<file path="src/sv/assert_macros.svh">
// ----------------------------------------------------------------------------
// assertion macros
// clocked checks on clk, switched off while rst is high
// ----------------------------------------------------------------------------
`ifndef ASSERT_MACROS_SVH
`define ASSERT_MACROS_SVH

// expression or property that holds at every edge
`define AST_HOLDS(label, expr, msg) \
  label: assert property (@(posedge clk) disable iff (rst) (expr)) else $error(msg);

// antecedent at one edge implies consequent at the next edge
`define AST_NEXT(label, ante, cons, msg) \
  label: assert property (@(posedge clk) disable iff (rst) (ante) |=> (cons)) else $error(msg);

`endif

</file>
<file path="src/sv/sfas_pkg.sv">
// ----------------------------------------------------------------------------
// sfas_pkg
// operation codes, register indexes and result type of the sprite sequencer
// ----------------------------------------------------------------------------
`default_nettype none

package sfas_pkg;

  localparam int FRAME_IDX_W = 8;
  localparam int CFG_IDX_W   = 3;

  // operation codes carried in the input tuser
  localparam logic [1:0] OP_TICK  = 2'd0;
  localparam logic [1:0] OP_START = 2'd1;
  localparam logic [1:0] OP_STOP  = 2'd2;

  // configuration register indexes
  localparam logic [CFG_IDX_W-1:0] CFG_FRAME_PERIOD   = 3'd0;
  localparam logic [CFG_IDX_W-1:0] CFG_FRAME_COUNT    = 3'd1;
  localparam logic [CFG_IDX_W-1:0] CFG_RANGE_FIRST    = 3'd2;
  localparam logic [CFG_IDX_W-1:0] CFG_RANGE_LAST     = 3'd3;
  localparam logic [CFG_IDX_W-1:0] CFG_REPEAT_INIT    = 3'd4;
  localparam logic [CFG_IDX_W-1:0] CFG_REVERSE_NEEDED = 3'd5;
  localparam logic [CFG_IDX_W-1:0] CFG_CYCLE_PAUSE    = 3'd6;
  localparam logic [CFG_IDX_W-1:0] CFG_START_DELAY    = 3'd7;

  // minus one in the 9 bit signed registers: full sheet, play forever
  localparam logic [8:0] NEG_ONE9 = 9'h1FF;

  typedef struct packed {
    logic [FRAME_IDX_W-1:0] frame_index;
    logic                   running;
    logic                   animation_end;
    logic                   cycle_end;
  } result_t;

endpackage

`default_nettype wire

</file>
<file path="src/sv/sprite_frame_animation_sequencer.sv">
// ----------------------------------------------------------------------------
// sprite_frame_animation_sequencer
// pipeline: an input beat passes the input register, then the result register;
//   one beat per cycle sustained while m_tready is high, set by the single
//   stage that reads and writes the frame state between the two registers
// reset: rst is synchronous; it clears the frame state and both stages and
//   loads the register defaults (one frame, full sheet, play forever)
// ----------------------------------------------------------------------------
`default_nettype none

module sprite_frame_animation_sequencer #(
  parameter int  FRAMES_MAX = 256,
  parameter int  TIME_BITS  = 24,
  localparam int CFG_W      = (TIME_BITS > 9) ? TIME_BITS : 9,
  localparam int IN_W       = ((TIME_BITS + 8) / 8) * 8
) (
  input  wire logic                         clk,
  input  wire logic                         rst,
  // input stream
  input  wire logic                         s_tvalid,
  output logic                              s_tready,
  input  wire logic [IN_W-1:0]              s_tdata,   // delta_time, visible
  input  wire logic [1:0]                   s_tuser,   // operation
  // result stream
  output logic                              m_tvalid,
  input  wire logic                         m_tready,
  output logic [15:0]                       m_tdata,   // frame_index, running, cycle_end
  output logic                              m_tlast,   // animation_end
  // configuration writes
  input  wire logic                         cfg_we,
  input  wire logic [sfas_pkg::CFG_IDX_W-1:0] cfg_index,
  input  wire logic [CFG_W-1:0]             cfg_data
);
  import sfas_pkg::*;

  localparam int FW     = $clog2(FRAMES_MAX);
  localparam int SW     = (FW + 2 > 11) ? FW + 2 : 11;
  localparam int FMAX_C = (FRAMES_MAX > 511) ? 511 : FRAMES_MAX;
  localparam logic [8:0] FMAX9 = 9'(FMAX_C);

  // configuration registers
  logic [TIME_BITS-1:0] frame_period, cycle_pause, start_delay;
  logic [8:0]           frame_count;
  logic signed [8:0]    range_first, range_last, repeat_init;
  logic                 reverse_needed;

  // frame state
  logic [FW-1:0]        current_frame, current_frame_next;
  logic                 active, active_next;
  logic                 reverse_pending, reverse_pending_next;
  logic                 reversing, reversing_next;
  logic signed [8:0]    repeats_left, repeats_left_next;
  logic signed [8:0]    range_offset, range_offset_next;
  logic [TIME_BITS-1:0] period_elapsed, period_elapsed_next;
  logic [TIME_BITS-1:0] pause_elapsed, pause_elapsed_next;
  logic signed [TIME_BITS:0] delay_left, delay_left_next;

  // input register and result register
  logic                 in_valid;
  logic [1:0]           in_op;
  logic [TIME_BITS-1:0] in_dt;
  logic                 in_vis;
  logic                 out_valid;
  result_t              res;
  logic                 advance;

  // combinational working values
  logic                 sheet;
  logic [8:0]           eff_count, last_frame;
  logic signed [SW-1:0] cur_w, rf_w, rl_w, ro_w, one_w, dir_w, dir_c_w, back_w;
  logic signed [SW-1:0] fa_w;
  logic [FW-1:0]        frame_fwd;
  logic [8:0]           dir9, dir_c9;
  logic                 cur_is_last, rep_pos, in_range;
  logic signed [8:0]    rep_dec;
  logic [TIME_BITS:0]   period_sum, pause_sum;
  logic                 end_flag, cyc_flag, hold;
  logic [FW+7:0]        frame_wide;

  function automatic logic [FW-1:0] place(input logic signed [SW-1:0] v,
                                          input logic [8:0] cnt);
    logic signed [SW-1:0] c;
    c = $signed({{(SW-9){1'b0}}, cnt});
    if (!v[SW-1] && (v < c)) begin
      return v[FW-1:0];
    end
    return '0;
  endfunction

  assign advance  = in_valid && (!out_valid || m_tready);
  assign s_tready = !in_valid || advance;

  assign sheet = (range_first == NEG_ONE9) && (range_last == NEG_ONE9);

  always_comb begin
    if (frame_count == 9'd0) begin
      eff_count = 9'd1;
    end else if (frame_count > FMAX9) begin
      eff_count = FMAX9;
    end else begin
      eff_count = frame_count;
    end
  end

  assign last_frame = eff_count - 9'd1;
  assign cur_w      = $signed({{(SW-FW){1'b0}}, current_frame});
  assign rf_w       = $signed({{(SW-9){range_first[8]}}, range_first});
  assign rl_w       = $signed({{(SW-9){range_last[8]}}, range_last});
  assign ro_w       = $signed({{(SW-9){range_offset[8]}}, range_offset});
  assign one_w      = $signed(SW'(1));
  assign dir_w      = reversing ? -one_w : one_w;
  assign dir_c_w    = reversing ? one_w : -one_w;
  assign dir9       = reversing ? 9'h1FF : 9'h001;
  assign dir_c9     = reversing ? 9'h001 : 9'h1FF;
  assign back_w     = (current_frame > FW'(1)) ? cur_w - one_w : '0;
  assign cur_is_last = (cur_w == $signed({{(SW-9){1'b0}}, last_frame}));
  assign rep_pos    = !repeats_left[8] && (repeats_left != 9'sd0);
  assign rep_dec    = repeats_left - 9'sd1;
  assign in_range   = (cur_w < rl_w) && (cur_w >= rf_w);
  assign frame_fwd  = place(cur_w + dir_w, eff_count);
  assign fa_w       = $signed({{(SW-FW){1'b0}}, frame_fwd});
  assign period_sum = {1'b0, period_elapsed} + {1'b0, in_dt};
  assign pause_sum  = {1'b0, pause_elapsed} + {1'b0, in_dt};

  always_comb begin
    current_frame_next   = current_frame;
    active_next          = active;
    reverse_pending_next = reverse_pending;
    reversing_next       = reversing;
    repeats_left_next    = repeats_left;
    range_offset_next    = range_offset;
    period_elapsed_next  = period_elapsed;
    pause_elapsed_next   = pause_elapsed;
    delay_left_next      = delay_left;
    end_flag             = 1'b0;
    cyc_flag             = 1'b0;
    hold                 = 1'b0;
    unique case (in_op)
      OP_START: begin
        range_offset_next    = '0;
        period_elapsed_next  = '0;
        pause_elapsed_next   = '0;
        active_next          = 1'b1;
        repeats_left_next    = repeat_init;
        reverse_pending_next = reverse_needed;
        reversing_next       = 1'b0;
        delay_left_next      = $signed({1'b0, start_delay});
        if (!sheet) begin
          current_frame_next = place(rf_w, eff_count);
        end
      end
      OP_STOP: begin
        current_frame_next = '0;
        active_next        = 1'b0;
      end
      OP_TICK: begin
        if (in_vis) begin
          if (!delay_left[TIME_BITS]) begin
            delay_left_next = delay_left - $signed({1'b0, in_dt});
          end else if (active && (repeats_left != 9'sd0)) begin
            if (period_sum >= {1'b0, frame_period}) begin
              period_elapsed_next = '0;
              if (sheet) begin
                if (reversing && (current_frame == '0)) begin
                  active_next    = 1'b0;
                  reversing_next = 1'b0;
                  end_flag       = 1'b1;
                end else begin
                  if (rep_pos && cur_is_last) begin
                    repeats_left_next = rep_dec;
                    if (rep_dec == 9'sd0) begin
                      if (reverse_pending) begin
                        // last forward cycle done: one backward pass follows
                        repeats_left_next    = 9'sd1;
                        reverse_pending_next = 1'b0;
                        reversing_next       = 1'b1;
                        current_frame_next   = place(back_w, eff_count);
                        hold                 = 1'b1;
                      end else begin
                        active_next = 1'b0;
                        end_flag    = 1'b1;
                      end
                    end
                  end
                  if (!hold && cur_is_last) begin
                    cyc_flag = 1'b1;
                    if (cycle_pause != '0) begin
                      if (pause_sum < {1'b0, cycle_pause}) begin
                        pause_elapsed_next = pause_sum[TIME_BITS-1:0];
                        hold               = 1'b1;
                      end else begin
                        pause_elapsed_next = '0;
                      end
                    end
                  end
                  if (!hold) begin
                    current_frame_next = reversing ? place(back_w, eff_count)
                                                   : place(cur_w + one_w, eff_count);
                  end
                end
              end else begin
                if (in_range) begin
                  current_frame_next = frame_fwd;
                  range_offset_next  = range_offset + $signed(dir9);
                  if (reverse_pending && ((fa_w == rl_w) || (fa_w == rf_w))) begin
                    reversing_next = !reversing;
                  end
                end else if (rep_pos) begin
                  repeats_left_next = rep_dec;
                  range_offset_next = '0;
                  if (rep_dec == 9'sd0) begin
                    active_next = 1'b0;
                    end_flag    = 1'b1;
                  end
                end else if (reverse_pending) begin
                  // ping-pong turn at an end of the range
                  reversing_next     = !reversing;
                  current_frame_next = place(rf_w + ro_w + dir_c_w, eff_count);
                  range_offset_next  = range_offset + $signed(dir_c9);
                end else begin
                  current_frame_next = place(rf_w, eff_count);
                  range_offset_next  = '0;
                end
              end
            end else begin
              period_elapsed_next = period_sum[TIME_BITS-1:0];
            end
          end
        end
      end
      default: begin
      end
    endcase
  end

  assign frame_wide = {8'b0, current_frame_next};

  // configuration
  always_ff @(posedge clk) begin
    if (rst) begin
      frame_period   <= '0;
      frame_count    <= 9'd1;
      range_first    <= NEG_ONE9;
      range_last     <= NEG_ONE9;
      repeat_init    <= NEG_ONE9;
      reverse_needed <= 1'b0;
      cycle_pause    <= '0;
      start_delay    <= '0;
    end else if (cfg_we) begin
      unique case (cfg_index)
        CFG_FRAME_PERIOD:   frame_period   <= cfg_data[TIME_BITS-1:0];
        CFG_FRAME_COUNT:    frame_count    <= cfg_data[8:0];
        CFG_RANGE_FIRST:    range_first    <= cfg_data[8:0];
        CFG_RANGE_LAST:     range_last     <= cfg_data[8:0];
        CFG_REPEAT_INIT:    repeat_init    <= cfg_data[8:0];
        CFG_REVERSE_NEEDED: reverse_needed <= cfg_data[0];
        CFG_CYCLE_PAUSE:    cycle_pause    <= cfg_data[TIME_BITS-1:0];
        CFG_START_DELAY:    start_delay    <= cfg_data[TIME_BITS-1:0];
        default: begin
        end
      endcase
    end
  end

  // frame state, updated as an item moves into the result register
  always_ff @(posedge clk) begin
    if (rst) begin
      current_frame   <= '0;
      active          <= 1'b0;
      repeats_left    <= NEG_ONE9;
      reverse_pending <= 1'b0;
      reversing       <= 1'b0;
      period_elapsed  <= '0;
      pause_elapsed   <= '0;
      range_offset    <= '0;
      delay_left      <= '0;
    end else if (advance) begin
      current_frame   <= current_frame_next;
      active          <= active_next;
      repeats_left    <= repeats_left_next;
      reverse_pending <= reverse_pending_next;
      reversing       <= reversing_next;
      period_elapsed  <= period_elapsed_next;
      pause_elapsed   <= pause_elapsed_next;
      range_offset    <= range_offset_next;
      delay_left      <= delay_left_next;
    end
  end

  // input register
  always_ff @(posedge clk) begin
    if (rst) begin
      in_valid <= 1'b0;
    end else if (s_tvalid && s_tready) begin
      in_valid <= 1'b1;
    end else if (advance) begin
      in_valid <= 1'b0;
    end
  end

  always_ff @(posedge clk) begin
    if (s_tvalid && s_tready) begin
      in_op  <= s_tuser;
      in_dt  <= s_tdata[TIME_BITS-1:0];
      in_vis <= s_tdata[TIME_BITS];
    end
  end

  // result register
  always_ff @(posedge clk) begin
    if (rst) begin
      out_valid <= 1'b0;
    end else if (advance) begin
      out_valid <= 1'b1;
    end else if (m_tready) begin
      out_valid <= 1'b0;
    end
  end

  always_ff @(posedge clk) begin
    if (advance) begin
      res.frame_index   <= frame_wide[7:0];
      res.running       <= active_next;
      res.animation_end <= end_flag;
      res.cycle_end     <= cyc_flag;
    end
  end

  assign m_tvalid = out_valid;
  assign m_tdata  = {6'b0, res.cycle_end, res.running, res.frame_index};
  assign m_tlast  = res.animation_end;

`include "assert_macros.svh"

  `AST_HOLDS(a_end_not_running, out_valid && res.animation_end |-> !res.running,
             "end beat still running")
  `AST_NEXT(a_stop_result, advance && (in_op == OP_STOP),
            out_valid && (res.frame_index == '0) && !res.running, "stop did not park frame")
  `AST_HOLDS(a_start_activates, $rose(active) |-> $past(advance && (in_op == OP_START)),
             "active rose without start")

endmodule

`default_nettype wire

</file>
<file path="config.mk">
export PLATFORM = sky130hd
export DESIGN_NAME = sprite_frame_animation_sequencer
export DESIGN_NICKNAME = d
export VERILOG_FILES = /design/src/sv/sfas_pkg.sv /design/src/sv/sprite_frame_animation_sequencer.sv
export VERILOG_INCLUDE_DIRS = /design/src /design/src/sv
export SDC_FILE = /design/constraint.sdc
export NUM_CORES = 1
export LEC_CHECK = 0
export ABC_AREA = 0
export BUFFER_PORTS_ARGS = -buffer_cell sky130_fd_sc_hd__buf_2
export CAP_MARGIN = 20
export CORE_ASPECT_RATIO = 1.4
export CORE_MARGIN = 2
export CORE_UTILIZATION = 36
export DETAILED_ROUTE_END_ITERATION = 6
export GPL_TIMING_DRIVEN = 1
export PLACE_DENSITY = 0.55
export SLEW_MARGIN = 20
export SYNTH_ARGS = -nofsm -noshare
export SYNTH_HDL_FRONTEND = slang
export SYNTH_SLANG_ARGS = --single-unit
</file>
<file path="constraint.sdc">
create_clock -name clk -period 6.4 [get_ports clk]
set_input_delay 1.28 -clock clk [delete_from_list [all_inputs] [get_ports clk]]
set_output_delay 1.28 -clock clk [all_outputs]
set_load 0.01 [all_outputs]
</file>
==> flow_summary.toml <==
[logic_synthesis]
ys_warn_count = 0
synth_common_cells = "nand2_1, a21oi_1, dfxtp_1, ha_1, nor2_1"
synth.top_cell.area_share_pct = 22.64
synth_edf_count = 38
synth_area_per_cell_sq_um = 7.978
synth-seq-cells = 251
synthArstFlopShare_pct = 0
synth_cells = 2361
synth_most_common_cell = "nand2_1"
synth_top_area_cell = "dfxtp_1"
synth_area_leaders = "dfxtp_1, ha_1, a21oi_1, edfxtp_1, nand2_1"
synth-seq-area-share_pct = 28.70
synth_area_sq_um = 18840
synth.distinct_cells = 92
ys.flop_type = "dfxtp_1"

[min_path]
min_from = "frame_period[11]"
whs_path_depth = 2
holdPathEnd = "frame_period[11]"
min_path_type = "reg -> reg"

[finish]
drive_gt1_share_pct = 8.453
n_fill_cell = 5276
antenna_cells = 0
final_nets = 2708
syn_to_final_growth_pct = 11.25

[detailed_routing]
dr.pass1.iters = 6
drt-total-wl_microns = 66570
num_vias = 18040
ant_nets = 0
vias_per_cell = 5.831
route.detailed.drc = 0
avgRoutedWirePerCell_microns = 21.52
drtIter0Drc = 1299

[global_routing]
grt.overflow.total = 0
antenna_found_initial = 0
grt.total_usage_pct = 24.36
grt_max_degree = 107
grt_pass1_vias = 18170
grt_pass1_wl_microns = 102100

[die]
die_height_microns = 274.6
die_x_microns = 197.3
num_rows = 99
core_sq_um = 51900
die_area_sq_um = 54190
start_util_pct = 36.29
io_pins = 85

[timing]
final_max_slew_viol_count = 0
max_freq_mhz = 166.6
setup_viol = 0
final.period_utilization_pct = 93.81
relSlewSlack_pct = 26.60
rsz0062_at_grt = "no"
layout_min_cycle_time_ps = 6004
fin_setup_tns_ps = 0
skew_ps = 27.60
finalHoldViolCount = 0
worst_pin_slew_ps = 1098

[worst_setup_path]
r2r_end = "current_frame[5]"
cp-end-kind = "flop"
worst-r2r-setup-slack_ps = 400
crit_required_ps = 6890
cp.arrival_ps = 6490
cp-start-kind = "flop"
path_max_fanout = 4
reg2reg_from = "in_dt[1]"
reg2regPathDepth = 21
critPathKind = "reg -> reg"

[clock_tree]
clk_pin_slew_ps = 60
cts_hold_buffers = 0
clk_path_buf_depth = 3
clk_latency_ps = 580
clockRootBuffer = "clkbuf_16"
htreeDepth = 1
cts_buffers = 30
cts.repair.resized = 0
cts_setup_buffers = 0
cts_tree = "done"
clock-sinks = 251

[power]
finalPower_mw = 4.132
p_int_mw = 2.873
ir_worst_vdd_v = 0.0002009
p_seq_share_pct = 41.0
p_per_area_nw_per_um2 = 197.2
p_comb_share_pct = 19.3
p_leak_nw = 8.466
p_clk_share_pct = 39.7
p_sw_mw = 1.259
swShare_pct = 30.47

[flow_run]
maxCapViolations = 0

[placement]
gp_routability_congestion = 0.9729
portBuffers = 71
dp_hpwl_microns = 50130

[status]
status = "finished, final reports clean"
[worst max-delay path by stage]
| stage | startpoint | to | slack (ps) | cells past startpoint |
|---|---|---|---|---|
| 2_1_floorplan | reversing | current_frame[3] | 810 | 20 |
| 3_3_place_gp | in_dt[0] | m_tdata[2] | 470 | 21 |
| 3_5_place_dp | in_dt[0] | m_tdata[2] | 470 | 23 |
| 4_1_cts | in_dt[0] | m_tdata[2] | 460 | 23 |
| 5_1_grt | in_dt[0] | current_frame[5] | 10 | 24 |
| 6_report | in_dt[1] | current_frame[5] | 400 | 21 |
[stage by stage]
step	worst slack [ps]	hold WS (ps)	area, sq um	std cells	utilization [%]
after floorplan	814.2	436.0	18850	2366	-
after global placement	467.1	443.1	20000	3036	38.54
after CTS	459.3	457.0	20930	3091	40.33
final	396.2	454.7	20960	3093	40.38
after global routing	11.40	471.2	20960	3093	40.38
after detailed placement	468.6	448.4	20000	3036	38.54
[cell usage in the layout (no fill, tap or decap), drive strengths merged, types with 7 or more instances in the layout]
| cell type | synthesis | final |
|---|---|---|
| a31oi | 19 | 19 |
| nor2 | 211 | 211 |
| nand2 | 288 | 288 |
| inv | 149 | 150 |
| o21a | 32 | 32 |
| or3 | 11 | 11 |
| a2111oi | 8 | 8 |
| ha | 213 | 213 |
| a22oi | 45 | 45 |
| a211o | 42 | 42 |
| o21bai | 16 | 16 |
| a21oi | 232 | 232 |
| a21o | 42 | 42 |
| dfxtp | 213 | 213 |
| o21ai | 98 | 98 |
| clkbuf | 87 | 41 |
| edfxtp | 38 | 38 |
| and2 | 12 | 12 |
| a32oi | 7 | 7 |
| a221oi | 29 | 29 |
| nor2b | 32 | 32 |
| xnor2 | 68 | 68 |
| fa | 15 | 15 |
| xor2 | 27 | 27 |
| nand3 | 59 | 59 |
| nand4 | 29 | 29 |
| nand2b | 19 | 19 |
| buf | 18 | 121 |
| a221o | 7 | 7 |
| clkinv | 2 | 13 |
| nor3 | 61 | 61 |
| and3 | 21 | 21 |
| o22ai | 9 | 9 |
| o211ai | 25 | 25 |
| a211oi | 38 | 38 |
| nor4 | 23 | 23 |
[layout make-up]
class / instances / area, sq um / area share (%)
clock buffer: 41 / 833.3 / 3.977
clock inverter: 14 / 98.84 / 0.4717
inverter: 151 / 566.8 / 2.705
multi-input combinational: 1859 / 12490 / 59.62
sequential: 251 / 5405 / 25.79
tap: 656 / 820.8 / 3.917
timing repair buffer: 121 / 737.0 / 3.517
[flip-flops by register name (all words and copies together), names as in the netlist, 10 cells and up]
name            flops
delay_left         25
cycle_pause        24
frame_period       24
in_dt              24
pause_elapsed      24
period_elapsed     24
start_delay        24
m_tdata            10
[worst max-delay path: stages (launching register included)]
cell      delay [ps]
edfxtp_1         540
ha_1             340
a21oi_1          250
o211ai_1         190
a31o_2           320
a221o_1          410
a41oi_1          330
a21oi_1          160
a211oi_1         270
xnor2_1          120
ha_1             300
nand3_1          140
nor3_1           270
buf_4            170
o311a_1          230
or3_1            220
o21ai_0          110
buf_4            180
or4_1            580
a221oi_1         370
o21ai_1          140
a311oi_1         270
[cell families (layout without fill, tap and decap cells)]
group	count (synthesis)	in the layout	synth area share (%)
AND/OR/NAND/NOR	806	806	19.96
AO/OA/AOI/OAI	718	718	25.55
buffers and inverters	256	327	5.274
flip-flops	251	251	28.70
adder cells (fa/ha/maj)	228	228	15.74
XOR/XNOR	95	95	4.417
multiplexers	6	6	0.3321
other	1	6	0.01991
[power by group through the flow]
stage | logic, mW | clock network (mW) | registers (mW)
3_5_place_dp | 0.782 | 0 | 1.73
6_report | 0.796 | 1.64 | 1.70
3_3_place_gp | 0.770 | 0 | 1.73
5_1_grt | 0.882 | 1.73 | 1.70
4_1_cts | 0.787 | 1.68 | 1.70
2_1_floorplan | 0.532 | 0 | 1.71
[per-layer routing]
layer | vias to the layer above | part of all wire (%) | GRT usage (%)
met5 | - | 0 | 0
met4 | 0 | 6.6 | 14.90
met3 | 207 | 3.8 | 2.109
met2 | 545 | 51 | 45.37
met1 | 8567 | 39 | 26.66
li1 | 8716 | - | -
No activity file was read; power rests on OpenSTA's default activity.
